--- src/sra_pkg.sv ---
// Shared widths, register codes and control types for the sparse row accumulator.
// No dependencies; imported by sra_accum, sparse_row_accumulator, sra_checker and the testbench.
`timescale 1ns / 1ps

package sra_pkg;

	localparam int COLS_DEF   = 64;
	localparam int COL_W      = 32;
	localparam int VAL_W      = 16;
	localparam int PROD_W     = 2 * VAL_W;
	localparam int SUM_W      = 48;
	localparam int POS_W      = 6;
	localparam int CNT_W      = 7;
	localparam int CFG_IDX_W  = 1;
	localparam int CFG_DATA_W = 32;

	typedef enum logic [CFG_IDX_W-1:0] {
		REG_COL_BASE   = 1'b0,
		REG_COUNT_ONLY = 1'b1
	} cfg_reg_t;

	localparam logic REQ_ACC = 1'b0;
	localparam logic REQ_END = 1'b1;

	// accumulate request toward the sum store
	typedef struct packed {
		logic en;
		logic fresh;
	} acc_ctl_t;

endpackage

--- src/sra_accum.sv ---
// Column sum store with multiply / read-modify-write pipeline and a drain read port.
// Depends on sra_pkg.
`timescale 1ns / 1ps

module sra_accum #(
	parameter int COLS = sra_pkg::COLS_DEF,
	parameter int SW   = $clog2(COLS)
) (
	input  logic                               clk,
	input  logic                               arst_n,
	input  sra_pkg::acc_ctl_t                  acc,
	input  logic [SW-1:0]                      acc_slot,
	input  logic signed [sra_pkg::VAL_W-1:0]   b_value,
	input  logic signed [sra_pkg::VAL_W-1:0]   c_value,
	input  logic                               rd_en,
	input  logic [SW-1:0]                      rd_slot,
	output logic [sra_pkg::SUM_W-1:0]          rd_data
);
	import sra_pkg::*;

	logic [SUM_W-1:0] sums_mem [COLS];
	logic [SUM_W-1:0] rdata_q;

	logic                     en_s1;
	logic                     fresh_s1;
	logic [SW-1:0]            slot_s1;
	logic signed [PROD_W-1:0] prod_s1;

	logic             wr_vld_q;
	logic [SW-1:0]    wr_slot_q;
	logic [SUM_W-1:0] wr_data_q;

	logic [SW-1:0]    rd_addr;
	logic [SUM_W-1:0] base;
	logic [SUM_W-1:0] sum_new;

	assign rd_addr = rd_en ? rd_slot : acc_slot;

	// first touch of a row starts from zero; a write on the same edge as our read is forwarded
	always_comb begin
		if (fresh_s1) begin
			base = '0;
		end else if (wr_vld_q && wr_slot_q == slot_s1) begin
			base = wr_data_q;
		end else begin
			base = rdata_q;
		end
		sum_new = base + SUM_W'(prod_s1);
	end

	always_ff @(posedge clk) begin
		if (acc.en || rd_en) begin
			rdata_q <= sums_mem[rd_addr];
		end
		if (en_s1) begin
			sums_mem[slot_s1] <= sum_new;
		end
	end

	always_ff @(posedge clk or negedge arst_n) begin
		if (!arst_n) begin
			en_s1    <= 1'b0;
			wr_vld_q <= 1'b0;
		end else begin
			en_s1    <= acc.en;
			wr_vld_q <= en_s1;
		end
	end

	always_ff @(posedge clk) begin
		if (acc.en) begin
			fresh_s1 <= acc.fresh;
			slot_s1  <= acc_slot;
			prod_s1  <= PROD_W'(b_value) * PROD_W'(c_value);
		end
		if (en_s1) begin
			wr_slot_q <= slot_s1;
			wr_data_q <= sum_new;
		end
	end

	assign rd_data = rdata_q;

endmodule

--- src/sparse_row_accumulator.sv ---
// Sparse row accumulator: top level with touch marks, order store, drain sequencer, output beat.
// Depends on sra_pkg and sra_accum.
//
//  channel  | handshake              | payload
//  ---------+------------------------+--------------------------------------------------
//  config   | cfg_we                 | cfg_index, cfg_wdata
//  input    | in_valid / in_ready    | req_type, column, b_value, c_value
//  output   | out_valid / out_ready  | out_column, sum, position, row_count, is_last,
//           |                        | is_empty, range_error
//
// Product beats are taken one per cycle while no row is draining; the sum store registers
// the product and the stored sum, then adds and writes back, forwarding back-to-back hits on
// one column. An end-of-row beat blocks input until the row is out: each touched column
// passes through order store read, sum store read and output load, an empty or count-only
// row only through output load, and output stalls hold either. The result register lets input
// resume while the last beat waits. Reset clears marks, count and flags at once; no clearing pass.
`timescale 1ns / 1ps

module sparse_row_accumulator #(
	parameter int COLS = sra_pkg::COLS_DEF
) (
	input  logic                                 clk,
	input  logic                                 arst_n,
	input  logic                                 cfg_we,
	input  logic [sra_pkg::CFG_IDX_W-1:0]        cfg_index,
	input  logic [sra_pkg::CFG_DATA_W-1:0]       cfg_wdata,
	input  logic                                 in_valid,
	output logic                                 in_ready,
	input  logic                                 req_type,
	input  logic [sra_pkg::COL_W-1:0]            column,
	input  logic signed [sra_pkg::VAL_W-1:0]     b_value,
	input  logic signed [sra_pkg::VAL_W-1:0]     c_value,
	output logic                                 out_valid,
	input  logic                                 out_ready,
	output logic [sra_pkg::COL_W-1:0]            out_column,
	output logic signed [sra_pkg::SUM_W-1:0]     sum,
	output logic [sra_pkg::POS_W-1:0]            position,
	output logic [sra_pkg::CNT_W-1:0]            row_count,
	output logic                                 is_last,
	output logic                                 is_empty,
	output logic                                 range_error
);
	import sra_pkg::*;

	localparam int SW = $clog2(COLS);
	localparam int KW = $clog2(COLS + 1);

	typedef enum logic [2:0] {
		ST_ACC,
		ST_SINGLE,
		ST_RD_ORDER,
		ST_RD_SUM,
		ST_EMIT
	} state_t;

	state_t state_q;

	logic [COL_W-1:0] col_base_q;
	logic             count_only_q;

	logic [COLS-1:0] marks_q;
	logic [KW-1:0]   count_q;
	logic            oow_q;
	logic [KW-1:0]   k_q;

	logic [SW-1:0] order_mem [COLS];
	logic [SW-1:0] ord_rd_q;

	logic             out_valid_q;
	logic [COL_W-1:0] out_column_q;
	logic [SUM_W-1:0] sum_q;
	logic [POS_W-1:0] position_q;
	logic [CNT_W-1:0] row_count_q;
	logic             is_last_q;
	logic             is_empty_q;
	logic             range_error_q;

	logic [COL_W-1:0] offset;
	logic             in_window;
	logic [SW-1:0]    slot_in;
	logic             fire;
	logic             acc_fire;
	logic             end_fire;
	logic             fresh;
	logic             out_free;
	logic             out_load;
	logic             last_k;
	acc_ctl_t         acc;
	logic             rd_en;
	logic [SUM_W-1:0] rd_data;

	assign offset    = column - col_base_q;
	assign in_window = offset < COL_W'(COLS);
	assign slot_in   = offset[SW-1:0];
	assign in_ready  = (state_q == ST_ACC);
	assign fire      = in_valid && in_ready;
	assign acc_fire  = fire && req_type == REQ_ACC && in_window;
	assign end_fire  = fire && req_type == REQ_END;
	assign fresh     = !marks_q[slot_in];
	assign out_free  = !out_valid_q || out_ready;
	assign out_load  = out_free && (state_q == ST_SINGLE || state_q == ST_EMIT);
	assign last_k    = (k_q + KW'(1)) == count_q;
	assign rd_en     = (state_q == ST_RD_SUM);

	assign acc.en    = acc_fire;
	assign acc.fresh = fresh;

	sra_accum #(
		.COLS (COLS),
		.SW   (SW)
	) u_accum (
		.clk      (clk),
		.arst_n   (arst_n),
		.acc      (acc),
		.acc_slot (slot_in),
		.b_value  (b_value),
		.c_value  (c_value),
		.rd_en    (rd_en),
		.rd_slot  (ord_rd_q),
		.rd_data  (rd_data)
	);

	always_ff @(posedge clk or negedge arst_n) begin
		if (!arst_n) begin
			col_base_q   <= '0;
			count_only_q <= 1'b0;
		end else if (cfg_we) begin
			unique case (cfg_index)
				REG_COL_BASE:   col_base_q   <= cfg_wdata[COL_W-1:0];
				REG_COUNT_ONLY: count_only_q <= cfg_wdata[0];
				default: ;
			endcase
		end
	end

	// first-touch order list
	always_ff @(posedge clk) begin
		if (acc_fire && fresh) begin
			order_mem[count_q[SW-1:0]] <= slot_in;
		end
		if (state_q == ST_RD_ORDER) begin
			ord_rd_q <= order_mem[k_q[SW-1:0]];
		end
	end

	always_ff @(posedge clk or negedge arst_n) begin
		if (!arst_n) begin
			state_q       <= ST_ACC;
			marks_q       <= '0;
			count_q       <= '0;
			oow_q         <= 1'b0;
			k_q           <= '0;
			out_valid_q   <= 1'b0;
			out_column_q  <= '0;
			sum_q         <= '0;
			position_q    <= '0;
			row_count_q   <= '0;
			is_last_q     <= 1'b0;
			is_empty_q    <= 1'b0;
			range_error_q <= 1'b0;
		end else begin
			if (out_load) begin
				out_valid_q <= 1'b1;
			end else if (out_ready) begin
				out_valid_q <= 1'b0;
			end
			unique case (state_q)
				ST_ACC: begin
					if (acc_fire && fresh) begin
						marks_q[slot_in] <= 1'b1;
						count_q          <= count_q + KW'(1);
					end
					if (fire && req_type == REQ_ACC && !in_window) begin
						oow_q <= 1'b1;
					end
					if (end_fire) begin
						k_q <= '0;
						if (count_q == '0 || count_only_q) begin
							state_q <= ST_SINGLE;
						end else begin
							state_q <= ST_RD_ORDER;
						end
					end
				end
				ST_SINGLE: begin
					if (out_free) begin
						out_column_q  <= '0;
						sum_q         <= '0;
						position_q    <= '0;
						row_count_q   <= CNT_W'(count_q);
						is_last_q     <= 1'b1;
						is_empty_q    <= 1'b1;
						range_error_q <= oow_q;
						marks_q       <= '0;
						count_q       <= '0;
						oow_q         <= 1'b0;
						state_q       <= ST_ACC;
					end
				end
				ST_RD_ORDER: state_q <= ST_RD_SUM;
				ST_RD_SUM:   state_q <= ST_EMIT;
				ST_EMIT: begin
					if (out_free) begin
						out_column_q  <= col_base_q + COL_W'(ord_rd_q);
						sum_q         <= rd_data;
						position_q    <= POS_W'(k_q);
						row_count_q   <= CNT_W'(count_q);
						is_last_q     <= last_k;
						is_empty_q    <= 1'b0;
						range_error_q <= oow_q;
						if (last_k) begin
							marks_q <= '0;
							count_q <= '0;
							oow_q   <= 1'b0;
							state_q <= ST_ACC;
						end else begin
							k_q     <= k_q + KW'(1);
							state_q <= ST_RD_ORDER;
						end
					end
				end
				default: state_q <= ST_ACC;
			endcase
		end
	end

	assign out_valid   = out_valid_q;
	assign out_column  = out_column_q;
	assign sum         = sum_q;
	assign position    = position_q;
	assign row_count   = row_count_q;
	assign is_last     = is_last_q;
	assign is_empty    = is_empty_q;
	assign range_error = range_error_q;

	a_marks_match_count: assert property (@(posedge clk) disable iff (!arst_n)
		$countones(marks_q) == int'(count_q))
		else $error("touch marks disagree with touched count");

	a_drain_index: assert property (@(posedge clk) disable iff (!arst_n)
		(state_q == ST_RD_ORDER || state_q == ST_RD_SUM || state_q == ST_EMIT)
		|-> (k_q < count_q))
		else $error("drain index beyond touched count");

	a_end_blocks_input: assert property (@(posedge clk) disable iff (!arst_n)
		end_fire |=> !in_ready)
		else $error("input taken during row drain");

	a_count_bound: assert property (@(posedge clk) disable iff (!arst_n)
		count_q <= KW'(COLS))
		else $error("touched count exceeds column window");

endmodule

--- config.mk ---
export PLATFORM = sky130hd
export DESIGN_NAME = sparse_row_accumulator
export DESIGN_NICKNAME = d
export VERILOG_FILES = /design/src/sra_pkg.sv /design/src/sra_accum.sv /design/src/sparse_row_accumulator.sv
export SDC_FILE = /design/constraint.sdc
export NUM_CORES = 2
export LEC_CHECK = 0
export ABC_AREA = 1
export BUFFER_PORTS_ARGS = -buffer_cell sky130_fd_sc_hd__buf_2
export CORE_MARGIN = 5
export CORE_UTILIZATION = 40
export CTS_BUF_LIST = sky130_fd_sc_hd__clkbuf_8 sky130_fd_sc_hd__clkbuf_16
export DETAILED_ROUTE_END_ITERATION = 12
export HOLD_SLACK_MARGIN = 0.06
export MAX_ROUTING_LAYER = met4
export SKIP_CTS_REPAIR_TIMING = 1
export SLEW_MARGIN = 20
export SYNTH_ARGS = -nofsm -noshare
export SYNTH_HDL_FRONTEND = slang
export SYNTH_SLANG_ARGS = --single-unit
--- constraint.sdc ---
create_clock -name clk -period 7.2 [get_ports clk]
set_clock_uncertainty 0.2 [all_clocks]
set_input_delay 1.44 -clock clk [delete_from_list [all_inputs] [get_ports clk]]
set_output_delay 1.44 -clock clk [all_outputs]
set_load 0.01 [all_outputs]
Word-level counts from Yosys, hierarchy flattened --
Memories as Yosys holds them, arrays and structs flattened. A register that Yosys moved wholly into a read port is not among the register bits. Index checks and enable logic that the tools add are counted.
Cells by class: add/sub/neg operators 5, multipliers 1, order comparisons 3, equal/unequal tests 13, muxes and demuxes 51, bitwise logic cells 3, reductions and logical operators 31
Operator list (count):
- 64-bit two-way mux | 4
- 48-bit two-way mux | 4
- 64-bit one-hot mux with 3 select lines | 1
- 48-bit one-hot mux with 2 select lines | 1
- 32-bit two-way mux | 2
- 64-bit OR | 1
- 32-bit one-hot mux with 2 select lines | 1
- 7-bit two-way mux | 7
- 48-bit adder | 1
- 32-bit by 6-bit adder with 32-bit output | 1
- 32-bit by 7-bit less-than comparator with 1-bit output, second input constant | 1
- 16-bit by 16-bit multiplier with 32-bit output | 1
- 32-bit subtractor | 1
- 7-bit one-hot mux with 3 select lines | 1
- 6-bit two-way mux | 3
- 3-bit one-hot mux with 5 select lines | 1
- 7-bit by 1-bit adder with 7-bit output, second input constant | 2
- 1-bit two-way mux | 14
- 7-bit one-hot mux with 2 select lines | 1
- 6-bit one-hot mux with 2 select lines | 1
- 5-bit AND reduction | 2
- 1-bit logical AND | 9
- 3-bit two-way mux | 3
- 2-bit != test, second input constant | 4
- 24 further kinds | 40
Word-level totals: register bits after elaboration 307, memory bits (writable) 3456, input bits 103, output and inout port bits 98, word-level logic and storage cells 131, memories kept 2
Memory list:
- u_accum.sums_mem | depth 64, bits a word 48, rd ports 1, clocked after memory_dff 1, write ports 1, RTL line sra_accum.sv:21 | logic [SUM_W-1:0] sums_mem [COLS];
- order_mem | depth 64, bits a word 6, rd ports 1, clocked after memory_dff 1, write ports 1, RTL line sparse_row_accumulator.sv:66 | logic [SW-1:0] order_mem [COLS];

Depth between registers and ports, before layout --
depth in word-level cells 8, depth in mapped cells 29

Cells and area by module --
Synthesis repeated with hierarchy kept, for this count alone.
Unflattened totals: cell total of the unflattened synthesis 18347, area, all modules 181610.4 um^2
Modules (own cells, without submodules):
- sra_accum | instances 1, cells an instance 15364, area an instance 153168.2 um^2, sequential area each 96532.6 um^2
- sparse_row_accumulator | instances 1, cells an instance 2983, area an instance 28442.3 um^2, sequential area each 17016.3 um^2

Worst setup path before layout --
No wires, ideal clock.
path kind register to register, from register u_accum.en_s1, to memory u_accum.sums_mem[19][0] (enable), setup time 0.574 ns, arrival 6.580 ns, data required time 6.426 ns, setup slack -0.154 ns, stages on the path, launching flop included 3, cell sequence dfrtp_1 > nand4_1 > nor4_1
On the way: word-level cells in the longest chain between the ends 2
RTL lines:
- start: declaration | RTL line sra_accum.sv:24 | logic en_s1;
- start signal: assignment | RTL line sra_accum.sv:65 | en_s1 <= acc.en;
- 1-bit two-way mux | RTL line sra_accum.sv:55 | if (en_s1) begin
- 1-bit two-way mux (not written as such) | RTL line sra_accum.sv:56 | sums_mem[slot_s1] <= sum_new;
- end: declaration | RTL line sra_accum.sv:21
No other way between the ends.

Worst setup path in the final report --
from register u_accum.slot_s1[1], to memory u_accum.sums_mem[53][47], data pin
On the way: word-level cells in the longest chain between the ends 5
RTL lines:
- start: declaration | RTL line sra_accum.sv:26 | logic [SW-1:0] slot_s1;
- start signal: assignment | RTL line sra_accum.sv:73 | slot_s1 <= acc_slot;
- 6-bit equality test | RTL line sra_accum.sv:43 | end else if (wr_vld_q && wr_slot_q == slot_s1) begin
- 1-bit logical AND | RTL line sra_accum.sv:43
- 48-bit two-way mux | RTL line sra_accum.sv:43
- 48-bit two-way mux | RTL line sra_accum.sv:41 | if (fresh_s1) begin
- 48-bit adder | RTL line sra_accum.sv:48 | sum_new = base + SUM_W'(prod_s1);
- net u_accum.sum_new[47] | RTL line sra_accum.sv:35 | logic [SUM_W-1:0] sum_new;
The timed path passes the listed nets, and every way through them passes these cells.

==> summary.md <==
| Metric | Value |
|---|---|
| Starting DRT DRC Count | `between 15000 and 20000` |
| Average wire per standard cell | `27.05 µm` |
| Post-Place Worst Slack | `-0.2558 ns` |
| Synth Net Count | `about 14000` |
| Synth Instances | `between 10000 and 15000` |
| Crit path max-delay family | `compound AO/OA/AOI/OAI gates` |
| DRC | `0` |
| Post-synth ARST share | `between 5 and 6%` |
| Worst vdd rail ir drop | `0.7340 mV` |
| Crit end category | `flop` |
| Num CTS Buffers | `389` |
| WHS | `about 0.23 ns` |
| Antenna violations before repair | `38` |
| Post-DP HPWL | `314.7 mm` |
| Critical path, cell by cell | `inv_1 > o22ai_1 > a221oi_1 > nand3_4 > o21ai_0 > a21oi_1 > ha_1 > a21oi_1 > nand2_1 > a21oi_1 > o21ai_0 > a21oi_1 > o21ai_0 > a21oi_1 > o21ai_1 > xor2_4 > buf_4` |
| Starting density of the core | `between 40% and 50%` |
| H-tree depth | `5` |
| Post-synthesis sequential area ratio | `between 60 and 70%` |
| R2R Path Start | `u_accum.slot_s1[1]$_DFFE_PP_` |
| Clk_lat worst skew | `between 0.9 and 1 ns` |
| Filler Cells Inserted | `around 37000` |
| Design Power | `about 70000 µW` |
| Final-report hold violation count | `0` |
| Core area | `slightly above 400000 µm²` |
| Routed Antenna Nets | `0` |
| Sw Share | `35.55%` |
| GRT Total Usage | `25.04%` |
| Critical register-to-register path endpoint | `u_accum.sums_mem[53][47]$_DFFE_PP_` |
| Gate power share | `34.4%` |
| Cell taking the most area after synthesis | `edfxtp_1` |
| Mean Syn Cell Area | `11.93 µm²` |
| First-pass GRT wire length | `768.6 mm` |
| Largest family of logic cells by synthesized area | `compound AO/OA/AOI/OAI gates` |
| Post-Synth Simple-Gate Area | `9.361%` |
| Setup CP Type | `reg2reg` |
| Post-synth EDFFs | `3603` |
| Unrepaired setup endpoints after global routing | `false` |
| DR vias | `115500` |
| Largest net degree at the start of global routing | `194` |
| Reg-to-reg slack, setup | `0.26 ns` |
| Die ar. | `426600 µm²` |
| Drt first pass iters | `6` |
| Ys Warns | `0` |
| Maxcap violations | `0` |
| Vias per inst | `5.807` |
| Max Transition Viols Final | `0` |
| Clock Power Share | `28.2%` |
| Power density over the cells | `371.0 nW/µm²` |
| Worst setup margin | `0.2630 ns` |
| Area grow syn2layout | `13.97%` |
| Period minus WS final | `6.937 ns` |
| Share of cells above drive strength 1 | `10.01%` |
| Area contributors post-synth | `edfxtp_1 65%, o21ai_0 6.6%, nor2_1 5.1%` |
| Area fraction in compound gates after synthesis | `12.99%` |
| Rel. slew slack | `approximately 22%` |
| Clock sinks | `3817` |
| Slowest CP cell | `o21ai_0` |
| IO Count | `201` |
| CTS root buffer | `clkbuf_16` |
| DRT Wirelength | `538.2 mm` |
| Vias in the first global route | `between 100k and 150k` |
| Die width | `653.2 µm` |
| Clock Path Buffers | `4` |
| Status | `completed` |
| Period utilization | `96.35%` |
| Sequential share of power | `37.5%` |
| Measured slew at the worst slew-check pin | `roughly 1.2 ns` |
| Worst EP required | `7.64 ns` |
| Placed insts | `19170` |
| Netlist Area Pre-Place | `around 170000 µm²` |
| # rows | `236` |
| Max Freq | `0.1442 GHz` |
| Share of the synthesized area in the top cell type | `between 60 and 70%` |
| Crit path DAT | `7.38 ns` |
| Predominant post-synthesis flop cell | `edfxtp_1` |
| Startpoint Class | `flop` |
| Switch Pwr | `24870 µW` |
| Fin cells | `just under 20000` |
| Post-Route Utilization | `45.68%` |
| Adder-cell share of the synthesized area | `4.484%` |
| Reg clk slew, reported paths | `~0.070 ns` |
| Setup-failing EPs final | `0` |
| Overflow after GRT | `0` |
| CTS tree | `yes` |
| GP Congestion | `0.9266` |
| Cell mode on critical path | `a21oi_1` |
| Final nets | `~15000` |
| Post-synthesis cell type count | `55` |
| Largest stage delay, worst path | `0.69 ns` |
| Die H | `between 600 and 700 µm` |
| Cell-internal power | `roughly 45000 µW` |
| Pleak | `0.06633 µW` |
| Yosys reg bits | `3817` |
| Hold crit path type | `in2async` |
| PortBufs | `200` |
| CP Buf/Inv Count | `2` |
| Fraction of synthesized area in multiplexers | `less than 1%` |
| Maximum fanout along the worst path | `65` |
| Reg2Reg Depth | `17` |
| Post-Synth XOR/XNOR Area | `0.5709%` |
## sequential cells by signal, indices dropped and copies added, names as in the netlist, 32 cells and up
register	count
col_base_q	32
order_mem	384
u_accum.prod_s1	32
u_accum.wr_data_q	48
sum	48
u_accum.rd_data	48
u_accum.sums_mem	3072
marks_q	64
out_column	32
## cell families (layout without fill, tap and decap cells)
kind of cell / Yosys count / after routing
simple gates: 3946 / 3946
compound gates: 3842 / 3842
flops: 3817 / 3817
buf+inv: 1721 / 2263
fa+ha+maj: 434 / 434
xor+xnor: 104 / 104
mux: 1 / 1
other cells: 0 / 18
## layer usage
layer,vias up,part of all wire [%],track usage (%)
li1,50510,-,-
met1,58140,40,33.84
met2,5845,46,38.52
met3,1044,9.7,4.047
met4,0,4.0,8.942
met5,-,0,-
## synth_stat cells, types with 3 or more instances
master / count
edfxtp_1: 3603
nor2_1: 2266
o21ai_0: 2188
nand2_1: 1246
inv_1: 823
clkbuf_1: 782
o22ai_1: 764
a21oi_1: 479
nand3_1: 307
o221ai_1: 292
fa_1: 265
dfrtp_1: 214
ha_1: 169
xor2_1: 57
nor3_1: 55
buf_2: 54
xnor2_1: 44
buf_1: 40
a31oi_1: 33
o21ai_1: 24
nand4_1: 23
o211ai_1: 19
nor4_1: 14
o21a_1: 13
nand3b_1: 9
buf_4: 7
clkinv_1: 7
inv_2: 7
nor3_2: 7
o21bai_1: 7
or2_2: 7
nand2_2: 5
o31ai_1: 4
a211oi_1: 3
a22o_1: 3
## metrics by stage
stage,TNS (ns),area [µm²]
6_report,0,188600
5_1_grt,0,188600
4_1_cts,0,188500
3_5_place_dp,-0.8149,176200
3_3_place_gp,-0.7495,176100
2_1_floorplan,-29.50,165500
## power groups by stage
stage | combinational, µW | clock, µW | sequential [µW]
CTS | 24000 | 19900 | 26200
global route | 26500 | 20800 | 26200
detailed placement | 23900 | 0 | 26700
global placement | 23800 | 0 | 26700
floorplan | 14400 | 0 | 26700
finish | 24000 | 19700 | 26200
## cells in the final DEF, fill, tap and decap left out, types with 263 or more instances in the layout
cell type,netlist,final
nand3_1,307,306
o22ai_1,764,764
o221ai_1,292,292
nor2_1,2266,2206
fa_1,265,263
buf_4,7,433
edfxtp_1,3603,3603
clkbuf_16,0,393
o21ai_0,2188,2187
a21oi_1,479,479
nand2_1,1246,1241
inv_1,823,898
## final cells by class
class | instances | area, µm² | area share, %
tap | 5474 | 6849 | 3.632
sequential | 3817 | 113600 | 60.21
antenna | 18 | 45.04 | 0.02388
clock buffer | 400 | 9931 | 5.266
inverter | 838 | 3187 | 1.690
clock inverter | 308 | 2416 | 1.281
multi-input combinational | 8327 | 46630 | 24.73
timing repair buffer | 717 | 5973 | 3.167
## worst max path at each step
stage	start	cells after the start	endpoint	slack, ns
floorplan	u_accum.en_s1$_DFF_PN0_	2	u_accum.sums_mem[19][0]$_DFFE_PP_	-0.15
global placement	c_value[1]	22	u_accum.prod_s1[29]$_DFFE_PP_	-0.22
detailed placement	c_value[1]	22	u_accum.prod_s1[29]$_DFFE_PP_	-0.26
CTS	u_accum.slot_s1[1]$_DFFE_PP_	17	u_accum.sums_mem[57][47]$_DFFE_PP_	0.11
global route	u_accum.slot_s1[1]$_DFFE_PP_	17	u_accum.sums_mem[63][47]$_DFFE_PP_	0.07
finish	u_accum.slot_s1[1]$_DFFE_PP_	17	u_accum.sums_mem[53][47]$_DFFE_PP_	0.26
## worst register-to-register path, delay by kind of cell (launching register included)
family,cells,cell delay (ns)
AO/OA/AOI/OAI,11,3.75
XOR/XNOR,1,0.16
adder cells (fa/ha/maj),1,0.51
buffers and inverters,2,0.81
flip-flops,1,0.53
AND/OR/NAND/NOR,2,0.60
(Power assumes the default switching activity.)
